==> src/hw/rtl/qlh_pkg.sv <==
// ----------------------------------------------------------------------------
// qlh_pkg
// Shared types and constants for the QUIC long header length parser.
// ----------------------------------------------------------------------------
package qlh_pkg;

	typedef logic [2:0] status_t;

	localparam status_t ST_OK           = 3'd0;
	localparam status_t ST_TRUNCATED    = 3'd1;
	localparam status_t ST_FIXED_BIT    = 3'd2;
	localparam status_t ST_UNSUPPORTED  = 3'd3;
	localparam status_t ST_CID_TOO_LONG = 3'd4;
	localparam status_t ST_LEN_MISMATCH = 3'd5;

	localparam int unsigned MAX_DATAGRAM_BYTES = 65535;
	localparam int unsigned MAX_CID_BYTES      = 20;
	localparam logic [31:0] QUIC_VERSION_1     = 32'd1;

	localparam logic [1:0] LT_INITIAL   = 2'b00;
	localparam logic [1:0] LT_HANDSHAKE = 2'b10;

endpackage

==> src/hw/rtl/quic_long_header_length_parser.sv <==
// An accepted byte is held in the input register, and its result is then registered in the output register.
// Throughput: one byte per cycle; the input register only stalls while a
// result sits unaccepted in the output register.
// Reset: arst_n clears the parse to idle, empties both registers and sets
// accepted_version to QUIC version 1.
// ----------------------------------------------------------------------------
// quic_long_header_length_parser
// Walks a coalesced datagram byte by byte and reports the current packet's
// length, or why its header is rejected, at most once per packet.
// ----------------------------------------------------------------------------
module quic_long_header_length_parser (
	input  logic             clk,
	input  logic             arst_n,
	input  logic             cfg_we,
	input  logic [31:0]      cfg_wdata,
	input  logic             in_valid,
	output logic             in_stall,
	input  logic [7:0]       data_byte,
	input  logic             packet_start,
	input  logic [15:0]      bytes_left,
	output logic             out_valid,
	input  logic             out_stall,
	output qlh_pkg::status_t status,
	output logic [15:0]      pkt_len
);
	import qlh_pkg::*;

	typedef enum logic [11:0] {
		PH_IDLE         = 12'b0000_0000_0001,
		PH_VERSION      = 12'b0000_0000_0010,
		PH_DCID_LEN     = 12'b0000_0000_0100,
		PH_DCID         = 12'b0000_0000_1000,
		PH_SCID_LEN     = 12'b0000_0001_0000,
		PH_SCID         = 12'b0000_0010_0000,
		PH_TOKLEN_FIRST = 12'b0000_0100_0000,
		PH_TOKLEN_MORE  = 12'b0000_1000_0000,
		PH_TOKEN        = 12'b0001_0000_0000,
		PH_PAYLEN_FIRST = 12'b0010_0000_0000,
		PH_PAYLEN_MORE  = 12'b0100_0000_0000,
		PH_DONE         = 12'b1000_0000_0000
	} phase_t;

	logic [31:0] accepted_version_q;

	logic        valid_s1;
	logic [7:0]  byte_s1;
	logic        start_s1;
	logic [15:0] left_s1;

	logic        out_valid_q;
	status_t     status_q;
	logic [15:0] length_q;

	phase_t      phase_q, phase_d;
	logic [1:0]  type_q, type_d;
	logic [31:0] ver_q, ver_d;
	logic [15:0] skip_q, skip_d;
	logic [15:0] vv_q, vv_d;
	logic        big_q, big_d;
	logic [2:0]  due_q, due_d;
	logic [15:0] cons_q, cons_d;

	logic        advance;
	logic        fire;
	status_t     fire_status;
	logic [15:0] fire_len;

	assign advance  = !out_valid_q || !out_stall;
	assign in_stall = valid_s1 && !advance;

	always_ff @(posedge clk or negedge arst_n) begin
		if (!arst_n) begin
			accepted_version_q <= QUIC_VERSION_1;
		end else if (cfg_we) begin
			accepted_version_q <= cfg_wdata;
		end
	end

	// input register
	always_ff @(posedge clk or negedge arst_n) begin
		if (!arst_n) begin
			valid_s1 <= 1'b0;
		end else if (!in_stall) begin
			valid_s1 <= in_valid;
		end
	end

	always_ff @(posedge clk) begin
		if (in_valid && !in_stall) begin
			byte_s1  <= data_byte;
			start_s1 <= packet_start;
			left_s1  <= bytes_left;
		end
	end

	always_comb begin
		logic [15:0] left;
		logic [15:0] rem;
		logic [15:0] skip_dec;
		logic [16:0] len_sum;
		logic        vdone;

		phase_d     = phase_q;
		type_d      = type_q;
		ver_d       = ver_q;
		skip_d      = skip_q;
		vv_d        = vv_q;
		big_d       = big_q;
		due_d       = due_q;
		cons_d      = cons_q;
		fire        = 1'b0;
		fire_status = ST_OK;
		fire_len    = '0;
		vdone       = 1'b0;
		len_sum     = '0;

		left     = (left_s1 == 16'd0) ? 16'd1 : left_s1;
		rem      = left - 16'd1;
		skip_dec = (skip_q != 16'd0) ? skip_q - 16'd1 : skip_q;

		if (start_s1) begin
			cons_d = 16'd1;
			ver_d  = '0;
			vv_d   = '0;
			big_d  = 1'b0;
			due_d  = '0;
			skip_d = '0;
			type_d = '0;
			if (!byte_s1[7]) begin
				// short header runs to the end of the datagram
				fire     = 1'b1;
				fire_len = left;
			end else if (!byte_s1[6]) begin
				fire        = 1'b1;
				fire_status = ST_FIXED_BIT;
			end else begin
				type_d  = byte_s1[5:4];
				skip_d  = 16'd4;
				phase_d = PH_VERSION;
				if (left == 16'd1) begin
					fire        = 1'b1;
					fire_status = ST_TRUNCATED;
				end
			end
		end else if (phase_q != PH_IDLE && phase_q != PH_DONE) begin
			if (cons_q != 16'hFFFF) begin
				cons_d = cons_q + 16'd1;
			end
			unique case (phase_q) inside
				PH_VERSION: begin
					ver_d  = {ver_q[23:0], byte_s1};
					skip_d = skip_dec;
					if (skip_dec == 16'd0) begin
						if (ver_d != accepted_version_q) begin
							fire        = 1'b1;
							fire_status = ST_UNSUPPORTED;
						end else begin
							phase_d = PH_DCID_LEN;
						end
					end
				end
				PH_DCID_LEN, PH_SCID_LEN: begin
					if (byte_s1 > 8'(MAX_CID_BYTES)) begin
						fire        = 1'b1;
						fire_status = ST_CID_TOO_LONG;
					end else if (byte_s1 == 8'd0) begin
						if (phase_q == PH_DCID_LEN) begin
							phase_d = PH_SCID_LEN;
						end else if (type_q == LT_INITIAL) begin
							phase_d = PH_TOKLEN_FIRST;
						end else if (type_q == LT_HANDSHAKE) begin
							phase_d = PH_PAYLEN_FIRST;
						end else begin
							fire        = 1'b1;
							fire_status = ST_UNSUPPORTED;
						end
					end else begin
						skip_d  = {8'd0, byte_s1};
						phase_d = (phase_q == PH_DCID_LEN) ? PH_DCID : PH_SCID;
					end
				end
				PH_DCID: begin
					skip_d = skip_dec;
					if (skip_dec == 16'd0) begin
						phase_d = PH_SCID_LEN;
					end
				end
				PH_SCID: begin
					skip_d = skip_dec;
					if (skip_dec == 16'd0) begin
						if (type_q == LT_INITIAL) begin
							phase_d = PH_TOKLEN_FIRST;
						end else if (type_q == LT_HANDSHAKE) begin
							phase_d = PH_PAYLEN_FIRST;
						end else begin
							fire        = 1'b1;
							fire_status = ST_UNSUPPORTED;
						end
					end
				end
				PH_TOKLEN_FIRST, PH_PAYLEN_FIRST: begin
					vv_d  = {10'd0, byte_s1[5:0]};
					big_d = 1'b0;
					case (byte_s1[7:6])
						2'd0:    due_d = 3'd0;
						2'd1:    due_d = 3'd1;
						2'd2:    due_d = 3'd3;
						default: due_d = 3'd7;
					endcase
					if (due_d == 3'd0) begin
						vdone = 1'b1;
					end else begin
						phase_d = (phase_q == PH_TOKLEN_FIRST) ? PH_TOKLEN_MORE
						                                       : PH_PAYLEN_MORE;
					end
				end
				PH_TOKLEN_MORE, PH_PAYLEN_MORE: begin
					// keep the low 16 bits; anything above only marks the value as too big
					vv_d  = {vv_q[7:0], byte_s1};
					big_d = big_q || (vv_q[15:8] != 8'd0);
					if (due_q != 3'd0) begin
						due_d = due_q - 3'd1;
					end
					if (due_d == 3'd0) begin
						vdone = 1'b1;
					end
				end
				PH_TOKEN: begin
					skip_d = skip_dec;
					if (skip_dec == 16'd0) begin
						phase_d = PH_PAYLEN_FIRST;
					end
				end
				default: begin
				end
			endcase

			if (vdone) begin
				if (big_d || vv_d > rem) begin
					fire        = 1'b1;
					fire_status = ST_LEN_MISMATCH;
				end else if (phase_q == PH_TOKLEN_FIRST || phase_q == PH_TOKLEN_MORE) begin
					if (vv_d == 16'd0) begin
						phase_d = PH_PAYLEN_FIRST;
					end else begin
						skip_d  = vv_d;
						phase_d = PH_TOKEN;
					end
				end else begin
					len_sum = {1'b0, cons_d} + {1'b0, vv_d};
					fire    = 1'b1;
					if (len_sum > 17'(MAX_DATAGRAM_BYTES)) begin
						fire_status = ST_LEN_MISMATCH;
					end else begin
						fire_len = len_sum[15:0];
					end
				end
			end

			if (!fire && left == 16'd1) begin
				fire        = 1'b1;
				fire_status = ST_TRUNCATED;
			end
		end

		if (fire) begin
			phase_d = PH_DONE;
		end
	end

	always_ff @(posedge clk or negedge arst_n) begin
		if (!arst_n) begin
			phase_q     <= PH_IDLE;
			type_q      <= '0;
			ver_q       <= '0;
			skip_q      <= '0;
			vv_q        <= '0;
			big_q       <= 1'b0;
			due_q       <= '0;
			cons_q      <= '0;
			out_valid_q <= 1'b0;
		end else if (advance) begin
			out_valid_q <= valid_s1 && fire;
			if (valid_s1) begin
				phase_q <= phase_d;
				type_q  <= type_d;
				ver_q   <= ver_d;
				skip_q  <= skip_d;
				vv_q    <= vv_d;
				big_q   <= big_d;
				due_q   <= due_d;
				cons_q  <= cons_d;
			end
		end
	end

	// result register
	always_ff @(posedge clk) begin
		if (advance && valid_s1 && fire) begin
			status_q <= fire_status;
			length_q <= fire_len;
		end
	end

	assign out_valid = out_valid_q;
	assign status    = status_q;
	assign pkt_len   = length_q;

endmodule

==> config.mk <==
export PLATFORM = sky130hd
export DESIGN_NAME = quic_long_header_length_parser
export DESIGN_NICKNAME = d
export VERILOG_FILES = /design/src/hw/rtl/qlh_pkg.sv /design/src/hw/rtl/quic_long_header_length_parser.sv
export SDC_FILE = /design/constraint.sdc
export NUM_CORES = 1
export LEC_CHECK = 0
export ABC_AREA = 1
export BUFFER_PORTS_ARGS = -buffer_cell sky130_fd_sc_hd__clkbuf_2
export CELL_PAD_IN_SITES_DETAIL_PLACEMENT = 1
export CELL_PAD_IN_SITES_GLOBAL_PLACEMENT = 2
export CORE_ASPECT_RATIO = 1.2
export CORE_UTILIZATION = 32
export CTS_CLUSTER_DIAMETER = 80
export CTS_CLUSTER_SIZE = 16
export DETAILED_ROUTE_END_ITERATION = 16
export MAX_ROUTING_LAYER = met4
export PLACE_DENSITY_LB_ADDON = 0.1
export SYNTH_ARGS = -nofsm -noshare
export SYNTH_HDL_FRONTEND = slang
export SYNTH_SLANG_ARGS = --single-unit
export TNS_END_PERCENT = 50
==> constraint.sdc <==
create_clock -name clk -period 4.1 [get_ports clk]
set_input_delay 0.41 -clock clk [delete_from_list [all_inputs] [get_ports clk]]
set_output_delay 0.41 -clock clk [all_outputs]
set_load 0.05 [all_outputs]
=== Word-level counts from Yosys, hierarchy flattened ===
Cells that the tools add are included.

* Register bits after elaboration: 168
* Latch bits: 0
* Memory bits (writable): 0
* Memory bits (read-only): 0
* Input bits: 62
* Output and inout bits: 21
* Memories: 0

* Add/subtract/negate cells: 5
* $mul: 0
* Divide/modulo/power cells: 0
* Order comparisons: 3
* Equality and inequality tests: 20
* Shift operators: 0
* Muxes and demuxes: 118
* Bitwise operators: 0
* Reduce and logical (&&, ||, !) cells: 40

{| class="wikitable"
|+ Operator list
! kind !! count
|-
| $mux W16 || 26
|-
| $mux W12 || 19
|-
| $mux W24 || 3
|-
| $pmux W12 S6 || 1
|-
| $mux W3 || 22
|-
| $pmux W16 S2 || 2
|-
| $logic_not A16 Y1 || 3
|-
| $ne A32 B32 Y1 || 1
|-
| $sub A16 B1 Y16 const B || 2
|-
| $mux W1 || 28
|-
| $pmux W3 S3 || 2
|-
| $add A16 B16 Y17 || 1
|-
| $gt A17 B16 Y1 const B || 1
|-
| $add A16 B1 Y16 const B || 1
|-
| $eq A16 B1 Y1 const B || 1
|-
| $gt A16 B16 Y1 || 1
|-
| $mux W2 || 8
|-
| $ne A16 B16 Y1 const B || 1
|-
| $reduce_bool A16 Y1 || 1
|-
| $eq A12 B10 Y1 const B || 1
|-
| $eq A12 B11 Y1 const B || 1
|-
| $eq A12 B2 Y1 const B || 1
|-
| $eq A12 B3 Y1 const B || 1
|-
| $eq A12 B4 Y1 const B || 1
|-
| 32 further kinds || 57
|}

=== Longest topological paths before layout ===
* Word-level depth: 20
* Mapped depth: 29
* Mapped depth without buffers: 29

=== Worst setup path after synthesis ===
OpenSTA, ideal clock, no wires.

* Path type: register -> register
* Start point: register left_s1[2]
* End point: register length_q[0], in the netlist pkt_len[0] (enable)
* Arrival: 3.671 ns
* Data required time: 3.726 ns
* Slack: 0.055 ns
* Stages on the path, launching flop included: 28
* Clock period less this slack: 4.045 ns
* Cells stage by stage: edfxtp_1 nor2_1 nand3_1 nor2_1 nand2_1 nand2_1 inv_1 ha_1 nand2_1 nor3_1 and2_1 nand3_1 nor3_1 nand2_1 xor2_1 ha_1 nand2_1 inv_1 nand3_1 nor3_1 nand2_1 nand2_2 nand2_2 nand3_1 nand2_1 nand3_1 nand3_1 inv_1

* Cells in the longest elaborated chain, start to end: 15
* Elaborated cells on any way between the ends: 19
* Classes of those cells: add/sub (1); order compare (1); eq/ne (1); mux (11); reduce/logical (5)

{| class="wikitable"
|+ RTL lines
! element !! RTL line !! source
|-
| start: declaration || quic_long_header_length_parser.sv:48 || <nowiki>logic [15:0] left_s1;</nowiki>
|-
| start signal: assignment || quic_long_header_length_parser.sv:92 || <nowiki>left_s1 <= bytes_left;</nowiki>
|-
| $logic_not A16 Y1 || quic_long_header_length_parser.sv:117 || <nowiki>left = (left_s1 == 16'd0) ? 16'd1 : left_s1;</nowiki>
|-
| $mux W16 * || quic_long_header_length_parser.sv:117 ||
|-
| $sub A16 B1 Y16 || quic_long_header_length_parser.sv:118 || <nowiki>rem = left - 16'd1;</nowiki>
|-
| $gt A16 B16 Y1 || quic_long_header_length_parser.sv:239 || <nowiki>if (big_d || vv_d > rem) begin</nowiki>
|-
| $logic_or A1 B1 Y1 || quic_long_header_length_parser.sv:239 ||
|-
| $mux W1 || quic_long_header_length_parser.sv:239 ||
|-
| $mux W1 || quic_long_header_length_parser.sv:238 || <nowiki>if (vdone) begin</nowiki>
|-
| $mux W1 || quic_long_header_length_parser.sv:145 || <nowiki>end else if (phase_q != PH_IDLE && phase_q != PH_DONE) begin</nowiki>
|-
| $mux W1 || quic_long_header_length_parser.sv:121 || <nowiki>if (start_s1) begin</nowiki>
|-
| $logic_not A1 Y1 || quic_long_header_length_parser.sv:260 || <nowiki>if (!fire && left == 16'd1) begin</nowiki>
|-
| $logic_and A1 B1 Y1 || quic_long_header_length_parser.sv:260 ||
|-
| $mux W1 || quic_long_header_length_parser.sv:260 ||
|-
| $mux W1 || quic_long_header_length_parser.sv:145 ||
|-
| $mux W1 * || quic_long_header_length_parser.sv:121 ||
|-
| $logic_and A1 B1 Y1 * || quic_long_header_length_parser.sv:299 || <nowiki>if (advance && valid_s1 && fire) begin</nowiki>
|-
| end signal: assignment || quic_long_header_length_parser.sv:301 || <nowiki>length_q <= fire_len;</nowiki>
|-
| end: declaration || quic_long_header_length_parser.sv:52 || <nowiki>logic [15:0] length_q;</nowiki>
|}

Mark *: on every way between the ends. The rest lies on a longest branch, timed or not. The select of a mux whose other input is x is not followed.
A chain may end at the register's enable or synchronous reset.

=== Worst setup path after layout ===
* Start point: register left_s1[7]
* End point: register status_q[0], in the netlist status[0], data pin

* Cells in the longest elaborated chain, start to end: 14
* Elaborated cells on any way between the ends: 20
* Classes of those cells: add/sub (1); order compare (1); eq/ne (1); mux (13); reduce/logical (4)

{| class="wikitable"
|+ RTL lines
! element !! RTL line !! source
|-
| $logic_not A16 Y1 || quic_long_header_length_parser.sv:117 ||
|-
| $mux W16 * || quic_long_header_length_parser.sv:117 ||
|-
| $sub A16 B1 Y16 || quic_long_header_length_parser.sv:118 ||
|-
| $gt A16 B16 Y1 || quic_long_header_length_parser.sv:239 ||
|-
| $logic_or A1 B1 Y1 || quic_long_header_length_parser.sv:239 ||
|-
| $mux W1 || quic_long_header_length_parser.sv:239 ||
|-
| $mux W1 || quic_long_header_length_parser.sv:238 ||
|-
| $mux W1 || quic_long_header_length_parser.sv:145 ||
|-
| $mux W1 || quic_long_header_length_parser.sv:121 ||
|-
| $logic_not A1 Y1 || quic_long_header_length_parser.sv:260 ||
|-
| $logic_and A1 B1 Y1 || quic_long_header_length_parser.sv:260 ||
|-
| $mux W3 || quic_long_header_length_parser.sv:260 ||
|-
| $mux W3 || quic_long_header_length_parser.sv:145 ||
|-
| $mux W3 * || quic_long_header_length_parser.sv:121 ||
|-
| net fire_status[0] || quic_long_header_length_parser.sv:65 || <nowiki>status_t fire_status;</nowiki>
|-
| end signal: assignment || quic_long_header_length_parser.sv:300 || <nowiki>status_q <= fire_status;</nowiki>
|-
| end: declaration || quic_long_header_length_parser.sv:51 || <nowiki>status_t status_q;</nowiki>
|}

The timed path passes the listed nets; every way through them passes the cells marked *. The select of a mux whose other input is x is not followed.

==> flow_summary_export.csv <==
group,metric,value,unit
global_routing,grt.total_usage,24.4,%
cells_and_area,nFillCells,4144,
cells_and_area,drive_gt1_share,20.2,%
worst_hold_path,hold_path_class,"in -> async",
pwr,power_density,608,nW/um2
yosys,yosysMostFrequentCell,"nand2_1",
yosys,synth_area_per_cell,7.53,um2
clocking,htree_levels,4,
sta,period_share,95.9,%
pwr,switching_share,49.1,%
setup_path,crit_family,"simple AND/OR/NAND/NOR gates",
pwr,power.total,8180,uW
yosys,synth_top_area_share,27.9,%
detailed_routing,first_pass_iters,4,
setup_path,crit_required,4310,ps
floorplanning,start_util,32.8,%
floorplanning,die_y,204,um
yosys,yosysSeqAreaShare,40.5,%
setup_path,critPathMaxFanout,4,
sta,setup_viol,0,
yosys,yosys_warnings,0,
yosys,syn_nets,1550,
sta,setup_tns,0,ps
clocking,cts.sinks,168,
yosys,ys_types,61,
floorplanning,core-area,33300,um2
clocking,root_buffer,"clkbuf_16",
cells_and_area,synthToLayoutAreaGrowth,23.1,%
setup_path,worst_setup_path_end_kind,"register",
setup_path,cp_slowest_cell,"edfxtp_1",
clocking,cts_tree,"done",
sta,fin_skew,12.7,ps
yosys,yosys-top-cells-count,"nand2_1, inv_1, nor2_1",
global_routing,antenna_found_initial,0,
yosys,synthArstFlopShare,73.8,%
sta,slew_headroom,25.7,%
clocking,clk_latency,460,ps
global_routing,grt_max_degree,65,
global_routing,overflow,0,
pwr,switchingPower,4010,uW
clocking,numCtsBuffers,17,
yosys,synth_edf_count,44,
pwr,p_leak,0.00639,uW
setup_path,path_common_cell,"nand2_1",
detailed_routing,drc_errors,0,
sta,finalMaxSlewViolations,0,
floorplanning,rows,73,
pwr,internal_power,4170,uW
detailed_routing,drtAntennaViolNets,0,
clocking,cts_buffer_depth,2,
detailed_routing,via_per_inst,5.06,
yosys,ys_ff_latch,168,
clocking,cts_hold_buf,0,
detailed_routing,wire_per_inst,19.1,um
yosys,synth.area.top_cells,"dfrtp_1, nand2_1, edfxtp_1",
cells_and_area,antennaDiodeCount,0,
sta,worstMarginPinSlew,1110,ps
outcome,outcome,"complete, no violations",
global_routing,grt_pass1_wl,62.4,mm
yosys,yosysTopAreaCell,"dfrtp_1",
sta,final_hold_viol_count,0,
sta,whs,68.1,ps
setup_path,crit_arrival,4140,ps
clocking,clkTransAtPathRegs,70,ps
run,cap_violations,0,
pwr,comb_power_share,53.4,%
setup_path,reg2regPathDepth,28,
global_routing,first_global_vias,11100,
setup_path,worst-path-stages,28,
pwr,vdd_drop_max,0.302,mV
setup_path,cp_slowest_stage_delay,380,ps
setup_path,crit_type,"reg -> reg",
yosys,syn_inst,1450,
placed_design,io_buffers,82,
floorplanning,die_area,34900,um2
setup_path,crit_buf_inv,4,
detailed_routing,routed_wl,40.1,mm
placed_design,dp.final_hpwl,30.6,mm
sta,fmax,0.254,GHz
sta,finalCriticalPeriod,3930,ps
pwr,pwr-share-clk,19.7,%
sta,rsz0062_at_grt,"yes",
floorplanning,die_w,171,um
floorplanning,io_pins,83,
placed_design,gp_congestion,0.885,
yosys,synth_ff_type,"dfrtp_1",
pwr,p_seq_share,26.9,%
yosys,syn_area,10900,um2
detailed_routing,vias,10600,
detailed_routing,drt_iter0_drc,532,
setup_path,cp-start-kind,"register",
cells_and_area,layout.nets,1734,
-- sequential cells by signal, summed over array words and instances (netlist names), 12 cells and up --
name,count
left_s1,16
phase_q,12
ver_q,24
cons_q,16
skip_q,16
accepted_version_q,32
pkt_len,16
vv_q,16
-- timing repair --
item,CTS,global route
pin swaps,1,25
gates cloned,0,3
gates resized for setup,3,52
hold endpoints to repair,0,0
endpoints found under the setup margin,32,66
setup buffers,0,17
-- layer usage --
| metal | GRT usage (%) | up-vias | routed length [um] |
|---|---|---|---|
| li1 | - | 5202 | - |
| met5 | - | - | 0 |
| met4 | 7.92 | 0 | 957 |
| met2 | 43.2 | 123 | 20500 |
| met1 | 28.8 | 5230 | 17800 |
| met3 | 2.42 | 47 | 779 |
-- metrics by stage --
stage	cells	area, um2	worst slack (ps)	utilization (%)
CTS	2077	13100	13.2	39.3
finish	2097	13500	168	40.3
floorplan	1450	10900	55.2	-
global route	2097	13500	-130	40.3
global placement	2045	12500	-8.72	37.6
detailed placement	2045	12500	-51.7	37.6
-- power groups by stage --
stage,clock network [uW],registers [uW],logic (uW)
final,1610,2200,4370
after global routing,1700,2240,4920
after CTS,1650,2200,4300
after detailed placement,0,2230,4290
after global placement,0,2230,4240
after floorplan,0,2260,2840
-- kinds of logic (layout without fill, tap and decap cells) --
logic type | Yosys count | count (layout) | share of synthesized area [%]
adders and majority gates | 38 | 38 | 4.42
and+or+nand+nor | 684 | 684 | 28.1
buffers and inverters | 251 | 448 | 9.09
AOI/OAI and AO/OA | 272 | 272 | 14.9
xor gates and xnor gates | 37 | 37 | 2.97
DFF | 168 | 168 | 40.5
-- placed cells by master, fill, tap and decap left out, types with 4 or more instances in the layout --
master | synthesis | layout
nand3_1 | 72 | 64
inv_2 | 11 | 16
buf_12 | 0 | 5
nand2_1 | 359 | 355
a32o_1 | 5 | 5
nand3_2 | 4 | 8
nand4_1 | 40 | 40
o22ai_1 | 54 | 54
ha_1 | 37 | 36
o21a_1 | 4 | 4
clkbuf_2 | 0 | 82
nor2_2 | 9 | 11
dfrtp_1 | 122 | 122
nor2_4 | 5 | 5
o21ai_2 | 10 | 10
o21ai_0 | 104 | 95
xor2_1 | 29 | 29
xnor2_1 | 8 | 8
o211ai_1 | 6 | 6
o221ai_1 | 4 | 4
nand2_2 | 17 | 19
nand3_4 | 1 | 5
o21ai_1 | 23 | 32
edfxtp_1 | 44 | 44
clkbuf_16 | 0 | 19
buf_4 | 2 | 107
nor4_1 | 9 | 9
a21oi_1 | 35 | 34
nor2_1 | 124 | 122
inv_1 | 202 | 196
nand2_4 | 3 | 5
nor3_1 | 31 | 26
-- final timing paths --
| path | from | end | slack, ps |
|---|---|---|---|
| setup / recovery | left_s1[7] | status[0] | 170 |
| hold / removal | arst_n | accepted_version_q[16] | 70 |
| setup reg to reg | left_s1[7] | status[0] | 170 |
| hold reg to reg | accepted_version_q[0] | accepted_version_q[0] | 490 |
| max in group asynchronous | arst_n | cons_q[4] | 3130 |
| min in group clk | bytes_left[9] | left_s1[9] | 130 |
-- cell type report --
| type | count | area (um2) | area share (%) |
|---|---|---|---|
| clock buffers | 22 | 475 | 3.53 |
| clock inverters | 10 | 82.6 | 0.614 |
| inverters | 217 | 825 | 6.13 |
| multi-input cells | 1031 | 5670 | 42.2 |
| flip-flops and latches | 168 | 4430 | 32.9 |
| well taps | 450 | 563 | 4.19 |
| repair buffers | 199 | 1410 | 10.5 |
Power figures use the tool's default switching activity.
